$ cat src/rtl/core/bmc_pkg.sv
// shared types, codes and arithmetic helpers for the ball motion and collision block
`default_nettype none
package bmc_pkg;

  localparam int unsigned VAL_W      = 24;
  localparam int unsigned MASS_W     = 16;
  localparam int unsigned EXT_W      = 34;
  localparam int unsigned NUM_W      = 42;
  localparam int unsigned DEN_W      = 17;
  localparam int unsigned CFG_IDX_W  = 2;
  localparam int unsigned CFG_DATA_W = 12;

  localparam logic [1:0] KIND_WRITE   = 2'd0;
  localparam logic [1:0] KIND_ADVANCE = 2'd1;
  localparam logic [1:0] KIND_RESOLVE = 2'd2;

  localparam logic [CFG_IDX_W-1:0] REG_ARENA_WIDTH  = 2'd0;
  localparam logic [CFG_IDX_W-1:0] REG_ARENA_HEIGHT = 2'd1;

  localparam logic [CFG_DATA_W-1:0] ARENA_WIDTH_RST  = 12'd800;
  localparam logic [CFG_DATA_W-1:0] ARENA_HEIGHT_RST = 12'd600;

  localparam int unsigned DEF_BALL_COUNT     = 16;
  localparam int unsigned DEF_MAX_SEP_STEPS  = 256;
  localparam int unsigned DEF_FRACTION_BITS  = 8;

  typedef struct packed {
    logic        [MASS_W-1:0] radius;
    logic        [MASS_W-1:0] mass;
    logic signed [VAL_W-1:0]  px;
    logic signed [VAL_W-1:0]  py;
    logic signed [VAL_W-1:0]  vx;
    logic signed [VAL_W-1:0]  vy;
    logic signed [VAL_W-1:0]  ax;
    logic signed [VAL_W-1:0]  ay;
  } ball_t;

  typedef struct packed {
    logic signed [VAL_W-1:0] p;
    logic signed [VAL_W-1:0] v;
    logic signed [VAL_W-1:0] a;
  } axis_t;

  typedef enum logic [3:0] {
    S_IDLE, S_WR, S_ADV, S_RDA, S_RDB, S_NUM, S_DST, S_DWT,
    S_OVD, S_OVM, S_OVC, S_STA, S_STB, S_WBA, S_WBB
  } state_e;

  function automatic logic signed [VAL_W-1:0] sat24(input logic signed [EXT_W-1:0] x);
    logic signed [EXT_W-1:0] hi;
    logic signed [EXT_W-1:0] lo;
    hi = EXT_W'(8388607);
    lo = -EXT_W'(8388608);
    if (x > hi) return VAL_W'(hi);
    else if (x < lo) return VAL_W'(lo);
    else return VAL_W'(x);
  endfunction

  // bounce, integrate, clamp on one axis
  function automatic axis_t move_axis(input axis_t s, input logic [MASS_W-1:0] rad,
                                      input logic signed [EXT_W-1:0] wall);
    logic signed [EXT_W-1:0] p;
    logic signed [EXT_W-1:0] v;
    logic signed [EXT_W-1:0] a;
    logic signed [EXT_W-1:0] r;
    axis_t o;
    p = EXT_W'(s.p);
    v = EXT_W'(s.v);
    a = EXT_W'(s.a);
    r = $signed(EXT_W'(rad));
    if (!((r < p) && (p + r < wall))) begin
      v = EXT_W'(sat24(-v));
      a = EXT_W'(sat24(-a));
    end
    v = EXT_W'(sat24(v + a));
    p = EXT_W'(sat24(p + v));
    if (p < r) p = r;
    if (p > wall - r) p = wall - r;
    o.p = sat24(p);
    o.v = VAL_W'(v);
    o.a = VAL_W'(a);
    return o;
  endfunction

  function automatic ball_t ball_advance(input ball_t b, input logic signed [EXT_W-1:0] wx,
                                         input logic signed [EXT_W-1:0] wy);
    axis_t xs;
    axis_t ys;
    ball_t o;
    xs = move_axis('{p: b.px, v: b.vx, a: b.ax}, b.radius, wx);
    ys = move_axis('{p: b.py, v: b.vy, a: b.ay}, b.radius, wy);
    o = b;
    o.px = xs.p;
    o.vx = xs.v;
    o.ax = xs.a;
    o.py = ys.p;
    o.vy = ys.v;
    o.ay = ys.a;
    return o;
  endfunction

endpackage
`default_nettype wire

$ cat src/rtl/core/bmc_div.sv
// bit-serial signed divider with 24-bit saturated quotient
`default_nettype none
module bmc_div import bmc_pkg::*; (
  input  wire logic                    clk_i,
  input  wire logic                    rst_ni,
  input  wire logic                    start_i,
  input  wire logic signed [NUM_W-1:0] num_i,
  input  wire logic        [DEN_W-1:0] den_i,
  output logic                         done_o,
  output logic signed [VAL_W-1:0]      quot_o
);

  localparam int unsigned CNT_W = $clog2(NUM_W);

  logic             busy_q, busy_d;
  logic             done_q, done_d;
  logic [CNT_W-1:0] cnt_q, cnt_d;
  logic             neg_q, neg_d;
  logic [DEN_W-1:0] den_q, den_d;
  logic [DEN_W-1:0] rem_q, rem_d;
  logic [NUM_W-1:0] quo_q, quo_d;
  logic [DEN_W:0]   trial;
  logic [NUM_W-1:0] mag;

  always_comb begin
    busy_d = busy_q;
    done_d = 1'b0;
    cnt_d  = cnt_q;
    neg_d  = neg_q;
    den_d  = den_q;
    rem_d  = rem_q;
    quo_d  = quo_q;
    trial  = {rem_q, quo_q[NUM_W-1]};
    if (start_i) begin
      busy_d = 1'b1;
      cnt_d  = '0;
      neg_d  = num_i[NUM_W-1];
      den_d  = den_i;
      rem_d  = '0;
      quo_d  = num_i[NUM_W-1] ? NUM_W'(-num_i) : NUM_W'(num_i);
    end else if (busy_q) begin
      if (trial >= {1'b0, den_q}) begin
        rem_d = DEN_W'(trial - {1'b0, den_q});
        quo_d = {quo_q[NUM_W-2:0], 1'b1};
      end else begin
        rem_d = DEN_W'(trial);
        quo_d = {quo_q[NUM_W-2:0], 1'b0};
      end
      cnt_d = cnt_q + CNT_W'(1);
      if (cnt_q == CNT_W'(NUM_W - 1)) begin
        busy_d = 1'b0;
        done_d = 1'b1;
      end
    end
  end

  always_ff @(posedge clk_i or negedge rst_ni) begin
    if (!rst_ni) begin
      busy_q <= 1'b0;
      done_q <= 1'b0;
      cnt_q  <= '0;
    end else begin
      busy_q <= busy_d;
      done_q <= done_d;
      cnt_q  <= cnt_d;
    end
  end

  always_ff @(posedge clk_i) begin
    neg_q <= neg_d;
    den_q <= den_d;
    rem_q <= rem_d;
    quo_q <= quo_d;
  end

  always_comb begin
    mag = quo_q;
    if (neg_q) begin
      if (mag >= NUM_W'(8388608)) quot_o = $signed(24'h800000);
      else quot_o = VAL_W'(-$signed(mag));
    end else begin
      if (mag > NUM_W'(8388607)) quot_o = $signed(24'h7fffff);
      else quot_o = VAL_W'(mag);
    end
  end

  assign done_o = done_q;

endmodule
`default_nettype wire

$ cat config.mk
export PLATFORM = sky130hd
export DESIGN_NAME = bmc_div
export DESIGN_NICKNAME = d
export VERILOG_FILES = /design/src/rtl/core/bmc_pkg.sv /design/src/rtl/core/bmc_div.sv
export SDC_FILE = /design/constraint.sdc
export NUM_CORES = 1
export LEC_CHECK = 0
export ABC_CLOCK_PERIOD_IN_PS = 8100
export BUFFER_PORTS_ARGS = -buffer_cell sky130_fd_sc_hd__buf_2
export CAP_MARGIN = 0
export CORE_UTILIZATION = 50
export DETAILED_ROUTE_END_ITERATION = 6
export PLACE_DENSITY = 0.67
export SLEW_MARGIN = 25
export SYNTH_ARGS = -nofsm -noshare
export SYNTH_HDL_FRONTEND = slang
export SYNTH_SLANG_ARGS = --single-unit
$ cat constraint.sdc
create_clock -name clk_i -period 8.1 [get_ports clk_i]
set_clock_uncertainty 0.15 [all_clocks]
set_input_delay 1.62 -clock clk_i [delete_from_list [all_inputs] [get_ports clk_i]]
set_output_delay 1.62 -clock clk_i [all_outputs]
set_load 0.1 [all_outputs]
Yosys cells after proc, flatten, opt, wreduce, memory -nomap -nowiden
Cells that the tools add are included.
{"block": "classes", "n_addsub": 4, "order_cmp": 3, "n_eq_ne": 1, "muxes": 16, "n_reduce_logical": 1}
{"operator": "$mux 42", "count": 3}
{"operator": "$mux 24", "count": 3}
{"operator": "$ge 42x24->1 const B", "count": 1}
{"operator": "$gt 42x23->1 const B", "count": 1}
{"operator": "$neg 42->42", "count": 1}
{"operator": "$neg 24->24", "count": 1}
{"operator": "$ge 18x17->1", "count": 1}
{"operator": "$mux 17", "count": 1}
{"operator": "$sub 17x17->17", "count": 1}
{"operator": "$mux 6", "count": 2}
{"operator": "$mux 1", "count": 7}
{"operator": "$add 6x1->6 const B", "count": 1}
{"operator": "$eq 6x6->1 const B", "count": 1}
{"operator": "$reduce_bool 2->1", "count": 1}
{"block": "word_totals", "regBits": 85, "inputBits": 62, "out_inout_bits": 25, "wordCells": 32}

Longest topological paths before layout
{"block": "depth", "ltp_word": 4, "depth_mapped": 12, "ltp_nobuf": 11}

Least setup slack after synthesis
Ideal clock, no wire load.
{"block": "synth_timing", "path_kind": "reg-to-output", "from": "register quo_q[41] (netlist: mag[41])", "to": "output quot_o[10]", "arrival_ns": 5.275, "required_time_ns": 6.330, "path_slack_ns": 1.055, "stages_incl_launch_ff": 8, "cell_sequence": "edfxtp_1 nor4_1 nand4_1 or4_1 clkbuf_1 or2_2 clkbuf_1 o311ai_0"}
{"block": "synth_between", "elab_chain_cells": 3, "word_cells_on_any_way": 5, "classes_between": "order compare (2); mux (3)"}
{"element": "from (decl)", "line": "bmc_div.sv:21", "text": "logic [NUM_W-1:0] quo_q, quo_d;"}
{"element": "from (signal assigned)", "line": "bmc_div.sv:73", "text": "quo_q <= quo_d;"}
{"element": "$gt 42x23->1 / $ge 42x24->1 (equally long branches)", "line": "bmc_div.sv:82, bmc_div.sv:79"}
{"element": "$mux 24, on equally long branches", "line": "bmc_div.sv:82, bmc_div.sv:79"}
{"element": "$mux 24 (*)", "line": "bmc_div.sv:78", "text": "if (neg_q) begin"}
{"element": "to (decl)", "line": "bmc_div.sv:10", "text": "output logic signed [VAL_W-1:0] quot_o"}
Mark *: on every way between the ends. The rest lies on a longest branch, timed or not.

Worst setup path in the final report
{"block": "layout_timing", "from": "register quo_q[41] (netlist: mag[41])", "to": "output quot_o[9]"}
Same word-level chain as after synthesis.

==> results.py <==
metrics = {
    "clock_network": {
        "cts.clk_slew.worst_paths_ns": 0.06,
        "cts_tree": "built",
        "postCtsSetupBuffers": 0,
        "clkSinkCount": 85,
        "cts_buffer_depth": 2,
        "cts_buffers": 9,
        "insertion_delay_ns": 0.34,
        "cts_hold_buffers": 0,
        "root_buffer": "clkbuf_16",
        "cts_max_level": 3,
        "cts_resized": 0,
    },
    "sta": {
        "setup_ws_ns": 2.69,
        "whs_ns": 0.338,
        "setup_tns_ns": 0,
        "setup_viol": 0,
        "relSlewSlack": 0.361,
        "slew_viol_final": 0,
        "worstMarginPinSlew_ns": 0.955,
        "post-route-min-period_ns": 5.41,
        "fmax_mhz": 185,
        "hold_violations": 0,
        "rsz0062_at_grt": "no",
        "finalCritPeriodShare": 0.668,
    },
    "drt": {
        "drt-vias-per-instance": 5.86,
        "drt-total-wl_mm": 13.5,
        "wl_per_cell_um": 15.5,
        "final_antenna_net_count": 0,
        "drc": 0,
        "initialDrtViolationCount": 429,
        "num_vias": 5083,
        "dr.pass1.iters": 5,
    },
    "placed_design": {
        "numPortBuffers": 86,
        "placedCellCount": 852,
        "dp_hpwl_mm": 9.73,
        "pre_cts_slack_ns": 3.13,
        "gp_congestion": 0.895,
    },
    "global_route": {
        "first_global_vias": 4588,
        "grt_pass1_wl_mm": 21.7,
        "grtUsageMet2": 0.354,
        "grt_max_degree": 80,
        "use_met1": 0.331,
        "grt_overflow": 0,
        "antenna_found_initial": 0,
        "grt.busiest_layer": "met2",
        "grt_usage": 0.230,
        "grtUsageMet3": 0.0341,
    },
    "yosys": {
        "synth_area_um2": 5860,
        "ys_ff_latch": 85,
        "synth_flop_cell": "edfxtp_1",
        "synth_edf_count": 60,
        "ys_types": 56,
        "synth_area_per_cell_um2": 8.94,
        "yosysWarningCount": 0,
        "async_reset_ff_frac": 0.0941,
        "synth_nets": 739,
        "ys_seq_area_frac": 0.400,
        "syn_inst": 655,
    },
    "floorplanning": {
        "coreArea_um2": 11400,
        "die_y_um": 110,
        "ios": 87,
        "die-area_um2": 12200,
        "num_rows": 39,
        "fp.dieW_um": 110,
        "start_util": 0.513,
    },
    "worst_setup_path": {
        "worstSetupPathType": "reg2out",
        "r2r_setup_slack_ns": 4.80,
        "cp-end-kind": "primary output",
        "path_max_fanout": 27,
        "reg2reg_depth": 10,
        "required_ns": 6.33,
        "cp_data_arrival_time_ns": 3.64,
        "cp-start-kind": "flip-flop",
    },
    "min_path": {
        "hold_depth": 2,
        "hp-class": "reg2reg",
    },
    "power_and_ir_drop": {
        "peakVddDrop_v": 0.000108,
        "power_density_nw_per_um2": 217,
        "finalPower_uw": 1450,
        "leakage_uw": 0.00262,
    },
    "final_layout": {
        "fin_cells": 868,
        "final_nets": 804,
        "ff_latch_area_um2": 2340,
        "drive_gt1_frac": 0.186,
        "final_common_cell": "buf_2",
        "layout_common_cells": "buf_2 (85), nor2_1 (64), edfxtp_1 (60)",
        "area_growth_syn_to_layout_pct": 14.0,
        "multiInputGateArea_um2": 3240,
        "n_antenna_cell": 0,
        "fillers": 1033,
    },
    "run": {
        "timing.max_cap.violations": 0,
    },
    "run_status": {
        "status": "completed",
    },
}
## registers in the layout, indices dropped and copies added (netlist names)
signal  count
done_o      1
cnt_q       6
rem_q      17
busy_q      1
den_q      17
mag        42
neg_q       1
## per-layer routing
| layer | share of wire | up-vias |
|---|---|---|
| li1 | - | 2548 |
| met1 | 0.48 | 2355 |
| met2 | 0.45 | 167 |
| met3 | 0.060 | 13 |
| met4 | 0.013 | 0 |
| met5 | 0 | - |
## area by class of cell
| type | instances | share of cell area |
|---|---|---|
| multi-input combinational | 497 | 0.485 |
| sequential | 85 | 0.351 |
| timing repair buffer | 89 | 0.0682 |
| clock buffer | 10 | 0.0375 |
| tap | 143 | 0.0268 |
| inverter | 38 | 0.0214 |
| clock inverter | 6 | 0.00993 |
## cells by family after synthesis
family          count (synthesis)  share of synthesized area
buf+inv                        73                     0.0470
mux                            21                     0.0393
compound gates                181                      0.198
simple gates                  217                      0.184
xor+xnor                       56                     0.0837
flops                          85                      0.400
fa+ha+maj                      22                     0.0483
## cells in the mapped netlist, drive strengths merged (4+ instances only)
cell,instances,share of area
nor2,64,0.041
o31ai,11,0.014
nand2,54,0.035
ha,21,0.045
mux2i,5,0.0085
nand3,9,0.0077
or3,12,0.013
a32oi,4,0.0060
o21ai,47,0.040
buf,6,0.0041
edfxtp,60,0.31
xnor2,24,0.036
inv,38,0.024
nor2b,4,0.0043
nor3,16,0.014
xor2,32,0.048
o21a,6,0.0077
nand4,6,0.0064
a21o,7,0.0090
or4,8,0.011
a211oi,6,0.0077
mux2,16,0.031
o311ai,19,0.028
dfxtp,17,0.058
nand2b,4,0.0043
a21oi,55,0.047
nor4,18,0.020
a311oi,6,0.0090
or2,9,0.010
clkbuf,29,0.019
dfrtp,8,0.034
## report_power, final
part,leakage (uW),switching (uW),internal [uW]
combinational,0.00161,288,152
sequential,0.000853,53.3,529
clock,0.000158,169,259
## worst paths after layout
check	start	to
setup / recovery	mag[41]	quot_o[9]
hold / removal	rem_q[2]	rem_q[2]
setup reg to reg	mag[41]	rem_q[3]
hold reg to reg	rem_q[2]	rem_q[2]
max in group asynchronous	rst_ni	busy_q
min in group asynchronous	rst_ni	cnt_q[3]
## through the flow
stage,util,area (um^2)
finish,0.585,6680
global route,0.585,6680
CTS,0.585,6680
detailed placement,0.557,6360
global placement,0.557,6360
floorplan,-,5860
## worst max-delay path: stages (launching register included)
cell	delay (ns)
edfxtp_1	0.42
nor4_1	0.37
nand4_1	0.16
or4_1	0.81
or2_2	0.57
o311ai_0	0.45
buf_2	0.51
Note: power is estimated with default switching activity, not from simulation.
